<file path="config.mk">
export PLATFORM = sky130hd
export DESIGN_NAME = aes_ctrl
export DESIGN_NICKNAME = d
export VERILOG_FILES = /design/src/aes_pkg.sv /design/src/aes_ctrl.sv
export VERILOG_INCLUDE_DIRS = /design/src /design/src/src
export SDC_FILE = /design/constraint.sdc
export NUM_CORES = 1
export LEC_CHECK = 0
export BUFFER_PORTS_ARGS = -buffer_cell sky130_fd_sc_hd__buf_4
export CAP_MARGIN = 25
export CORE_AREA = 10 10 47 49
export CTS_BUF_LIST = sky130_fd_sc_hd__clkbuf_4 sky130_fd_sc_hd__clkbuf_8
export DETAILED_ROUTE_END_ITERATION = 8
export DIE_AREA = 0 0 57 59
export PLACE_DENSITY = 0.83
export SLEW_MARGIN = 10
export SYNTH_ARGS = -nofsm -noshare
export SYNTH_HDL_FRONTEND = slang
export SYNTH_SLANG_ARGS = --single-unit
</file>
<file path="constraint.sdc">
create_clock -name clk -period 3.9 [get_ports clk]
set_input_delay 0.78 -clock clk [delete_from_list [all_inputs] [get_ports clk]]
set_output_delay 0.78 -clock clk [all_outputs]
set_load 0.02 [all_outputs]
</file>
<file path="src/aes128_block_cipher_top_macros.svh">
// Assertion macros for the AES-128 modules, used by the control module.
`ifndef AES128_BLOCK_CIPHER_TOP_MACROS_SVH
`define AES128_BLOCK_CIPHER_TOP_MACROS_SVH
`ifndef NO_ASSERTIONS
// Check that a condition implies a consequence in the same cycle.
`define AES_ASSERT_SAME(label, clk, rst_n, ante, cons) \
	label: assert property (@(posedge clk) disable iff (!rst_n) (ante) |-> (cons)) \
		else $error("assertion failed");
// Check that a condition implies a consequence in the next cycle.
`define AES_ASSERT_NEXT(label, clk, rst_n, ante, cons) \
	label: assert property (@(posedge clk) disable iff (!rst_n) (ante) |=> (cons)) \
		else $error("assertion failed");
`else
`define AES_ASSERT_SAME(label, clk, rst_n, ante, cons)
`define AES_ASSERT_NEXT(label, clk, rst_n, ante, cons)
`endif
`endif

</file>
<file path="src/aes_pkg.sv">
`timescale 1ns / 1ps
package aes_pkg;

	localparam int NROUNDS    = 10;
	localparam int NKEYS      = NROUNDS + 1;
	localparam int RND_W      = 4;
	localparam int IDX_W      = 2;
	localparam int KEY_W      = 64;
	localparam int BLK_W      = 128;
	localparam int IN_TDATA_W = 136;
	localparam int OUT_TDATA_W = 128;

	localparam logic [IDX_W-1:0] REG_KEY_HIGH = 2'd0;
	localparam logic [IDX_W-1:0] REG_KEY_LOW  = 2'd1;
	localparam logic [RND_W-1:0] LAST_RND     = 4'd10;

	typedef enum logic [1:0] {
		ST_EXPAND,
		ST_IDLE,
		ST_ROUND
	} state_t;

	typedef struct packed {
		logic             exp_en;
		logic [RND_W-1:0] exp_idx;
		logic             load;
		logic             round_en;
		logic             dec;
		logic             last;
		logic [RND_W-1:0] key_idx;
		logic             out_load;
	} cmd_t;

	typedef struct packed {
		logic out_full;
	} status_t;

	localparam logic [7:0] SBOX [256] = '{
		8'h63,8'h7c,8'h77,8'h7b,8'hf2,8'h6b,8'h6f,8'hc5,8'h30,8'h01,8'h67,8'h2b,8'hfe,8'hd7,8'hab,8'h76,
		8'hca,8'h82,8'hc9,8'h7d,8'hfa,8'h59,8'h47,8'hf0,8'had,8'hd4,8'ha2,8'haf,8'h9c,8'ha4,8'h72,8'hc0,
		8'hb7,8'hfd,8'h93,8'h26,8'h36,8'h3f,8'hf7,8'hcc,8'h34,8'ha5,8'he5,8'hf1,8'h71,8'hd8,8'h31,8'h15,
		8'h04,8'hc7,8'h23,8'hc3,8'h18,8'h96,8'h05,8'h9a,8'h07,8'h12,8'h80,8'he2,8'heb,8'h27,8'hb2,8'h75,
		8'h09,8'h83,8'h2c,8'h1a,8'h1b,8'h6e,8'h5a,8'ha0,8'h52,8'h3b,8'hd6,8'hb3,8'h29,8'he3,8'h2f,8'h84,
		8'h53,8'hd1,8'h00,8'hed,8'h20,8'hfc,8'hb1,8'h5b,8'h6a,8'hcb,8'hbe,8'h39,8'h4a,8'h4c,8'h58,8'hcf,
		8'hd0,8'hef,8'haa,8'hfb,8'h43,8'h4d,8'h33,8'h85,8'h45,8'hf9,8'h02,8'h7f,8'h50,8'h3c,8'h9f,8'ha8,
		8'h51,8'ha3,8'h40,8'h8f,8'h92,8'h9d,8'h38,8'hf5,8'hbc,8'hb6,8'hda,8'h21,8'h10,8'hff,8'hf3,8'hd2,
		8'hcd,8'h0c,8'h13,8'hec,8'h5f,8'h97,8'h44,8'h17,8'hc4,8'ha7,8'h7e,8'h3d,8'h64,8'h5d,8'h19,8'h73,
		8'h60,8'h81,8'h4f,8'hdc,8'h22,8'h2a,8'h90,8'h88,8'h46,8'hee,8'hb8,8'h14,8'hde,8'h5e,8'h0b,8'hdb,
		8'he0,8'h32,8'h3a,8'h0a,8'h49,8'h06,8'h24,8'h5c,8'hc2,8'hd3,8'hac,8'h62,8'h91,8'h95,8'he4,8'h79,
		8'he7,8'hc8,8'h37,8'h6d,8'h8d,8'hd5,8'h4e,8'ha9,8'h6c,8'h56,8'hf4,8'hea,8'h65,8'h7a,8'hae,8'h08,
		8'hba,8'h78,8'h25,8'h2e,8'h1c,8'ha6,8'hb4,8'hc6,8'he8,8'hdd,8'h74,8'h1f,8'h4b,8'hbd,8'h8b,8'h8a,
		8'h70,8'h3e,8'hb5,8'h66,8'h48,8'h03,8'hf6,8'h0e,8'h61,8'h35,8'h57,8'hb9,8'h86,8'hc1,8'h1d,8'h9e,
		8'he1,8'hf8,8'h98,8'h11,8'h69,8'hd9,8'h8e,8'h94,8'h9b,8'h1e,8'h87,8'he9,8'hce,8'h55,8'h28,8'hdf,
		8'h8c,8'ha1,8'h89,8'h0d,8'hbf,8'he6,8'h42,8'h68,8'h41,8'h99,8'h2d,8'h0f,8'hb0,8'h54,8'hbb,8'h16
	};

	localparam logic [7:0] INV_SBOX [256] = '{
		8'h52,8'h09,8'h6a,8'hd5,8'h30,8'h36,8'ha5,8'h38,8'hbf,8'h40,8'ha3,8'h9e,8'h81,8'hf3,8'hd7,8'hfb,
		8'h7c,8'he3,8'h39,8'h82,8'h9b,8'h2f,8'hff,8'h87,8'h34,8'h8e,8'h43,8'h44,8'hc4,8'hde,8'he9,8'hcb,
		8'h54,8'h7b,8'h94,8'h32,8'ha6,8'hc2,8'h23,8'h3d,8'hee,8'h4c,8'h95,8'h0b,8'h42,8'hfa,8'hc3,8'h4e,
		8'h08,8'h2e,8'ha1,8'h66,8'h28,8'hd9,8'h24,8'hb2,8'h76,8'h5b,8'ha2,8'h49,8'h6d,8'h8b,8'hd1,8'h25,
		8'h72,8'hf8,8'hf6,8'h64,8'h86,8'h68,8'h98,8'h16,8'hd4,8'ha4,8'h5c,8'hcc,8'h5d,8'h65,8'hb6,8'h92,
		8'h6c,8'h70,8'h48,8'h50,8'hfd,8'hed,8'hb9,8'hda,8'h5e,8'h15,8'h46,8'h57,8'ha7,8'h8d,8'h9d,8'h84,
		8'h90,8'hd8,8'hab,8'h00,8'h8c,8'hbc,8'hd3,8'h0a,8'hf7,8'he4,8'h58,8'h05,8'hb8,8'hb3,8'h45,8'h06,
		8'hd0,8'h2c,8'h1e,8'h8f,8'hca,8'h3f,8'h0f,8'h02,8'hc1,8'haf,8'hbd,8'h03,8'h01,8'h13,8'h8a,8'h6b,
		8'h3a,8'h91,8'h11,8'h41,8'h4f,8'h67,8'hdc,8'hea,8'h97,8'hf2,8'hcf,8'hce,8'hf0,8'hb4,8'he6,8'h73,
		8'h96,8'hac,8'h74,8'h22,8'he7,8'had,8'h35,8'h85,8'he2,8'hf9,8'h37,8'he8,8'h1c,8'h75,8'hdf,8'h6e,
		8'h47,8'hf1,8'h1a,8'h71,8'h1d,8'h29,8'hc5,8'h89,8'h6f,8'hb7,8'h62,8'h0e,8'haa,8'h18,8'hbe,8'h1b,
		8'hfc,8'h56,8'h3e,8'h4b,8'hc6,8'hd2,8'h79,8'h20,8'h9a,8'hdb,8'hc0,8'hfe,8'h78,8'hcd,8'h5a,8'hf4,
		8'h1f,8'hdd,8'ha8,8'h33,8'h88,8'h07,8'hc7,8'h31,8'hb1,8'h12,8'h10,8'h59,8'h27,8'h80,8'hec,8'h5f,
		8'h60,8'h51,8'h7f,8'ha9,8'h19,8'hb5,8'h4a,8'h0d,8'h2d,8'he5,8'h7a,8'h9f,8'h93,8'hc9,8'h9c,8'hef,
		8'ha0,8'he0,8'h3b,8'h4d,8'hae,8'h2a,8'hf5,8'hb0,8'hc8,8'heb,8'hbb,8'h3c,8'h83,8'h53,8'h99,8'h61,
		8'h17,8'h2b,8'h04,8'h7e,8'hba,8'h77,8'hd6,8'h26,8'he1,8'h69,8'h14,8'h63,8'h55,8'h21,8'h0c,8'h7d
	};

	// Round constant for key expansion step 1 to 10.
	function automatic logic [7:0] rcon(input logic [RND_W-1:0] idx);
		logic [7:0] v;
		case (idx)
			4'd1:    v = 8'h01;
			4'd2:    v = 8'h02;
			4'd3:    v = 8'h04;
			4'd4:    v = 8'h08;
			4'd5:    v = 8'h10;
			4'd6:    v = 8'h20;
			4'd7:    v = 8'h40;
			4'd8:    v = 8'h80;
			4'd9:    v = 8'h1b;
			4'd10:   v = 8'h36;
			default: v = 8'h00;
		endcase
		return v;
	endfunction

	function automatic logic [7:0] xtime(input logic [7:0] b);
		return {b[6:0], 1'b0} ^ (b[7] ? 8'h1b : 8'h00);
	endfunction

	// State byte k sits at bits 127-8k down.
	function automatic logic [7:0] get_b(input logic [BLK_W-1:0] s, input int k);
		return s[BLK_W-1-8*k -: 8];
	endfunction

	function automatic logic [BLK_W-1:0] sub_bytes(input logic [BLK_W-1:0] s);
		logic [BLK_W-1:0] t;
		for (int k = 0; k < 16; k++) t[BLK_W-1-8*k -: 8] = SBOX[get_b(s, k)];
		return t;
	endfunction

	function automatic logic [BLK_W-1:0] inv_sub_bytes(input logic [BLK_W-1:0] s);
		logic [BLK_W-1:0] t;
		for (int k = 0; k < 16; k++) t[BLK_W-1-8*k -: 8] = INV_SBOX[get_b(s, k)];
		return t;
	endfunction

	// Rotate row r left by r, or right by r for the inverse.
	function automatic logic [BLK_W-1:0] shift_rows(input logic [BLK_W-1:0] s,
			input logic inv);
		logic [BLK_W-1:0] t;
		int src;
		for (int r = 0; r < 4; r++) begin
			for (int c = 0; c < 4; c++) begin
				src = inv ? ((c + 3 * r) & 3) : ((c + r) & 3);
				t[BLK_W-1-8*(r*4+c) -: 8] = get_b(s, r * 4 + src);
			end
		end
		return t;
	endfunction

	function automatic logic [BLK_W-1:0] mix_cols(input logic [BLK_W-1:0] s);
		logic [BLK_W-1:0] t;
		logic [7:0] a [4];
		logic [7:0] x [4];
		for (int c = 0; c < 4; c++) begin
			for (int j = 0; j < 4; j++) begin
				a[j] = get_b(s, j * 4 + c);
				x[j] = xtime(a[j]);
			end
			for (int i = 0; i < 4; i++) begin
				t[BLK_W-1-8*(i*4+c) -: 8] = x[i] ^ x[(i+1)&3] ^ a[(i+1)&3]
					^ a[(i+2)&3] ^ a[(i+3)&3];
			end
		end
		return t;
	endfunction

	function automatic logic [BLK_W-1:0] inv_mix_cols(input logic [BLK_W-1:0] s);
		logic [BLK_W-1:0] t;
		logic [7:0] a [4];
		logic [7:0] x2 [4];
		logic [7:0] x4 [4];
		logic [7:0] x8 [4];
		logic [7:0] m9, mb, md, me;
		for (int c = 0; c < 4; c++) begin
			for (int j = 0; j < 4; j++) begin
				a[j]  = get_b(s, j * 4 + c);
				x2[j] = xtime(a[j]);
				x4[j] = xtime(x2[j]);
				x8[j] = xtime(x4[j]);
			end
			for (int i = 0; i < 4; i++) begin
				me = x8[i] ^ x4[i] ^ x2[i];
				mb = x8[(i+1)&3] ^ x2[(i+1)&3] ^ a[(i+1)&3];
				md = x8[(i+2)&3] ^ x4[(i+2)&3] ^ a[(i+2)&3];
				m9 = x8[(i+3)&3] ^ a[(i+3)&3];
				t[BLK_W-1-8*(i*4+c) -: 8] = me ^ mb ^ md ^ m9;
			end
		end
		return t;
	endfunction

	// Lay round-key word c into column c, its top byte into row 0.
	function automatic logic [BLK_W-1:0] key_state(input logic [BLK_W-1:0] k);
		logic [BLK_W-1:0] t;
		for (int r = 0; r < 4; r++) begin
			for (int c = 0; c < 4; c++) begin
				t[BLK_W-1-8*(r*4+c) -: 8] = k[BLK_W-1-32*c-8*r -: 8];
			end
		end
		return t;
	endfunction

	// One key expansion step: four words of the next round key.
	function automatic logic [BLK_W-1:0] key_next(input logic [BLK_W-1:0] k,
			input logic [7:0] rc);
		logic [31:0] w0, w1, w2, w3, rot, tmp;
		w0  = k[127:96];
		w1  = k[95:64];
		w2  = k[63:32];
		w3  = k[31:0];
		rot = {w3[23:0], w3[31:24]};
		tmp = {SBOX[rot[31:24]] ^ rc, SBOX[rot[23:16]], SBOX[rot[15:8]], SBOX[rot[7:0]]};
		w0  = w0 ^ tmp;
		w1  = w1 ^ w0;
		w2  = w2 ^ w1;
		w3  = w3 ^ w2;
		return {w0, w1, w2, w3};
	endfunction

endpackage

</file>
<file path="src/aes_ctrl.sv">
`timescale 1ns / 1ps
`include "aes128_block_cipher_top_macros.svh"
module aes_ctrl (
	input  logic                          clk,
	input  logic                          arst_n,
	input  logic                          s_tvalid,
	output logic                          s_tready,
	input  logic                          in_dec,
	input  logic                          wr_en,
	input  logic [aes_pkg::IDX_W-1:0]     wr_index,
	input  logic                          m_tready,
	input  aes_pkg::status_t              status,
	output aes_pkg::cmd_t                 cmd
);

	aes_pkg::state_t              state_q, state_d;
	logic [aes_pkg::RND_W-1:0]    cnt_q, cnt_d;
	logic                         dec_q, dec_d;
	logic                         key_wr;
	logic                         accept;

	// Only the two key registers restart expansion.
	assign key_wr = wr_en && (wr_index == aes_pkg::REG_KEY_HIGH ||
		wr_index == aes_pkg::REG_KEY_LOW);
	assign accept = s_tvalid && s_tready;

	// Hold state, counter and direction.
	always_ff @(posedge clk or negedge arst_n) begin
		if (!arst_n) begin
			state_q <= aes_pkg::ST_EXPAND;
			cnt_q   <= '0;
			dec_q   <= 1'b0;
		end else begin
			state_q <= state_d;
			cnt_q   <= cnt_d;
			dec_q   <= dec_d;
		end
	end

	// Sequence expansion, then one round per cycle; the last round stalls while the output is full and not taken.
	always_comb begin
		state_d  = state_q;
		cnt_d    = cnt_q;
		dec_d    = dec_q;
		s_tready = 1'b0;
		cmd      = '0;
		case (state_q)
			aes_pkg::ST_EXPAND: begin
				cmd.exp_en  = 1'b1;
				cmd.exp_idx = cnt_q;
				if (cnt_q == aes_pkg::LAST_RND) begin
					state_d = aes_pkg::ST_IDLE;
					cnt_d   = '0;
				end else begin
					cnt_d = cnt_q + 1'b1;
				end
			end
			aes_pkg::ST_IDLE: begin
				s_tready    = !key_wr;
				cmd.dec     = in_dec;
				cmd.key_idx = in_dec ? aes_pkg::LAST_RND : '0;
				if (accept) begin
					cmd.load = 1'b1;
					dec_d    = in_dec;
					cnt_d    = 4'd1;
					state_d  = aes_pkg::ST_ROUND;
				end
			end
			aes_pkg::ST_ROUND: begin
				cmd.dec     = dec_q;
				cmd.last    = (cnt_q == aes_pkg::LAST_RND);
				cmd.key_idx = dec_q ? (aes_pkg::LAST_RND - cnt_q) : cnt_q;
				if (!cmd.last) begin
					cmd.round_en = 1'b1;
					cnt_d        = cnt_q + 1'b1;
				end else if (!status.out_full || m_tready) begin
					cmd.round_en = 1'b1;
					cmd.out_load = 1'b1;
					cnt_d        = '0;
					state_d      = aes_pkg::ST_IDLE;
				end
			end
			default: begin
				state_d = aes_pkg::ST_EXPAND;
				cnt_d   = '0;
			end
		endcase
		if (key_wr) begin
			state_d = aes_pkg::ST_EXPAND;
			cnt_d   = '0;
		end
	end

	`AES_ASSERT_NEXT(a_accept_starts, clk, arst_n, accept, state_q == aes_pkg::ST_ROUND && cnt_q == 4'd1)
	`AES_ASSERT_NEXT(a_done_idle, clk, arst_n, cmd.out_load && !key_wr, state_q == aes_pkg::ST_IDLE)
	`AES_ASSERT_SAME(a_round_range, clk, arst_n, state_q == aes_pkg::ST_ROUND, cnt_q >= 4'd1 && cnt_q <= aes_pkg::LAST_RND)

endmodule

</file>
## Yosys cells after proc, flatten, opt, wreduce, memory -nomap -nowiden

Index checks and enable logic that the tools add are counted.

- $add $sub $neg: 2
- Eq/ne operators: 9
- Muxes and demuxes: 26
- Reductions and logical operators: 11

Operator list:

| cell | count |
|---|---|
| 4-bit two-way mux | 7 |
| 3-bit != test, second input constant | 4 |
| 4-bit case mux with 3 select lines | 1 |
| 2-bit two-way mux | 5 |
| 1-bit two-way mux | 9 |
| 4-bit case mux with 2 select lines | 1 |
| 2-bit case mux with 3 select lines | 1 |
| 5-bit two-way mux | 1 |
| 4-bit by 1-bit adder with 4-bit output, second input constant | 1 |
| 2-bit by 1-bit == test with 1-bit output, second input constant | 2 |
| 4-bit == test, second input constant | 1 |
| 2-bit logical NOT | 2 |
| 4-bit != test, second input constant | 1 |
| 2-bit AND reduction | 2 |
| 4-bit AND reduction | 1 |
| 4-bit subtractor, first input constant | 1 |
| 2-bit == test, second input constant | 1 |
| 1-bit logical AND | 2 |
| 1-bit logical NOT | 2 |
| 1-bit logical OR | 2 |
| 1-bit case mux with 2 select lines | 1 |

- Register bits: 7
- Bits of input ports: 9
- Output and inout port bits: 15
- Logic and storage cells: 51

## Longest topological paths before layout

- Depth after elaboration: 9
- Depth in mapped cells: 7
- Gate-level depth less buffers: 6

## Worst setup path before layout

OpenSTA, ideal clock, no wires.

- Path kind: flip-flop to output port
- Start: reg state_q[0]
- End: out cmd[0] (netlist name)
- Arrival time: 1.482 ns
- Required time: 3.120 ns
- Setup slack: 1.638 ns
- Stages on the path, launching flop included: 6
- Buffers on the path: 1
- Cells stage by stage: dfrtp_1 -> inv_1 -> ha_1 -> clkbuf_1 -> and2_2 -> nor2b_1

RTL lines:

| what | RTL line | RTL |
|---|---|---|
| start: declaration | aes_ctrl.sv:16 | `aes_pkg::state_t state_q, state_d;` |
| start signal: assignment | aes_ctrl.sv:30 | `state_q <= aes_pkg::ST_EXPAND;` |
| start signal: assignment | aes_ctrl.sv:34 | `state_q <= state_d;` |
| end: declaration | aes_ctrl.sv:13 | `output aes_pkg::cmd_t cmd` |

==> metrics.md <==
| Metric | Value |
|---|---|
| Status | `finished clean` |
| Nets | `120` |
| Crit. End Element | `primary output` |
| Antenna Nets Post-Route | `0` |
| Post-Syn Area | `about 650 um^2` |
| TNS Setup | `0 ps` |
| Syn Nets | `94` |
| CP required | `approximately 3100 ps` |
| Max Clk Rate | `~400 MHz` |
| Starting DRT DRC Count | `13` |
| Clock slew at reported path FFs | `approximately 50 ps` |
| Storage cell area | `175.2 um^2` |
| Total clock buffers created by CTS | `3` |
| Synth Area in Simple Gates | `0.3288` |
| Filler instances | `136` |
| Cts hold-fix bufs | `0` |
| Clock Skew | `about 3.4 ps` |
| Max Root-Sink Buffers | `2` |
| Clk sink count | `7` |
| Clock latency on the worst-skew pair | `240 ps` |
| GRT overflow | `0` |
| CP max FO | `7` |
| Peak VDD IR | `about 0.31 mV` |
| Initial Util | `0.4616` |
| TritonCTS clock tree | `done` |
| Compound-gate portion of the synthesized area | `0.1451` |
| Min-Delay Path Class | `in -> async` |
| Remaining routing DRC violations | `0` |
| Htree depth | `1` |
| Post-CTS setup repair buffer count | `0` |
| WL/cell | `about 12 um` |
| Crit Path Category | `reg -> out` |
| Worst relative slew slack | `0.7239` |
| DRT Pass-1 Iters | `4` |
| Syn avg cell area | `slightly above 8 um^2` |
| Via density | `5.202` |
| Die Width | `57 um` |
| Post-synthesis cell type count | `29` |
| Ys Warns | `0` |
| Largest family of logic cells by synthesized area | `simple AND/OR/NAND/NOR gates` |
| Core area | `between 1000 and 1500 um^2` |
| Final Instance Area | `roughly 860 um^2` |
| Pre-CTS setup slack | `roughly 1700 ps` |
| Max Cap Violations | `0` |
| Clk root buf | `clkbuf_4` |
| Adder-Cell Fraction of Synth Area | `0.1354` |
| Placed cell area | `between 800 and 900 um^2` |
| Overall power | `about 0.55 mW` |
| Setup ws final | `1453 ps` |
| Row count | `14` |
| Final Hold Vio Count | `0` |
| Share of layout cells above drive strength 1 | `0.3107` |
| Antenna diode count | `0` |
| I/O Buffers | `22` |
| Most frequent cells in the layout | `buf_4 (22), nand2_1 (8), ha_1 (7), dfrtp_1 (7)` |
| Global-route wire length before repair | `2470 um` |
| Tmin final | `around 2400 ps` |
| DIE AREA | `around 3400 um^2` |
| Lkg Pwr | `~0.44 nW` |
| Sequential area share after synthesis | `0.2708` |
| Post-synthesis async set-or-reset flop share | `1.000` |
| Pin count of the biggest net entering global routing | `11` |
| Nature of the critical path startpoint | `flop` |
| Post-synthesis mux area share | `0.06576` |
| IO Pins | `24` |
| RSZ-0062 raised after global routing | `no` |
| Total track usage | `0.08489` |
| Top_reg_cell synth | `dfrtp_1` |
| Vias post-DR | `a little over 600` |
| Commonest non-fill, non-tap cell in the layout | `buf_4` |
| Vias in the first global route | `approximately 580` |
| Post-synthesis register bit count | `7` |
| Fin. max-slew vios | `0` |
| Tcrit/Tclk final | `0.6275` |
| Worst-margin pin slew | `413.3 ps` |
| Die Y | `59 um` |
| DP Wirelength | `around 1300 um` |
| # resized after CTS | `0` |
| Mapped Cells | `78` |
| Final wirelength | `1487 um` |
| Pwr dens | `approximately 640 nW/um^2` |
| Post-layout util | `0.6125` |
| Area of the multi-input gates | `between 400 and 500 um^2` |
| Post-synthesis xor/xnor area fraction | `0.01354` |
| Crit path DAT | `1670 ps` |
| P&R area growth vs syn | `32.69%` |
| Placer Congestion | `0.7843` |
| Setup-failing EPs final | `0` |
| Initial antenna violation count | `0` |
| EDFF count, synth | `0` |
[logic make-up after synthesis]
group | count (synthesis)
AO/OA/AOI/OAI | 16
XOR/XNOR | 1
AND/OR/NAND/NOR | 36
adder cells (fa/ha/maj) | 7
multiplexers | 4
flip-flops | 7
buffers and inverters | 7
[critical path: stages (launching register included)]
cell,delay [ps]
dfrtp_1,450
inv_1,100
ha_1,200
and3b_4,210
and2_2,190
nor2b_1,120
buf_4,160
[area by class of cell]
| class | count | share of cell area |
|---|---|---|
| Clock buffer | 4 | 0.03499 |
| Inverter | 6 | 0.02624 |
| Multi-Input combinational cell | 64 | 0.5190 |
| Sequential cell | 7 | 0.2041 |
| Tap cell | 16 | 0.02332 |
| Timing Repair Buffer | 22 | 0.1924 |
[sequential cells by signal (all words and copies together) (netlist names)]
register / cells
cnt_q: 4
state_q: 2
dec_q: 1
[layer usage]
metal,global-route usage,share of wire,vias up
li1,-,-,321
met1,0.1055,0.45,276
met2,0.1395,0.46,22
met3,0.02575,0.082,0
met4,0.02013,0,0
met5,0,0,-
[where the power goes]
group	switching (mW)	leakage [nW]	internal, mW	total, mW
Combinational	0.177	0.327	0.156	0.333
Sequential	0.0450	0.0910	0.100	0.145
Clock	0.0224	0.0184	0.0457	0.0681
[synthesized netlist by cell type, types with 2 or more instances]
library cell	number	area [um^2]
a21oi_1	6	30.03
a31oi_1	2	12.51
ha_1	7	87.58
and2_2	2	15.01
nand2_1	8	30.03
nor3_1	2	10.01
dfrtp_1	7	175.2
mux2i_1	2	20.02
nor2_1	4	15.01
and2_1	5	31.28
mux2_2	2	22.52
a21o_1	3	22.52
inv_1	6	22.52
o21ai_0	3	15.01
nor2b_1	4	25.02
and3_1	2	12.51
[through the flow]
| stage | cells | hold WS, ps |
|---|---|---|
| 2_1_floorplan | 78 | 484.4 |
| 3_3_place_gp | 115 | 560.3 |
| 3_5_place_dp | 115 | 560.0 |
| 4_1_cts | 119 | 333.5 |
| 5_1_grt | 119 | 329.7 |
| 6_report | 119 | 336.8 |
[path summary, 6_finish.rpt]
check	endpoint	slack (ps)	cells past startpoint	from
max	cmd[0]	1450	6	cnt_q[0]
min	cnt_q[2]	340	1	arst_n
max reg2reg	cnt_q[2]	2010	6	cnt_q[0]
min reg2reg	cnt_q[3]	570	1	cnt_q[3]
max in group asynchronous	dec_q	3450	1	arst_n
min in group clk	cnt_q[3]	570	1	cnt_q[3]
Power figures use the tool's default switching activity.
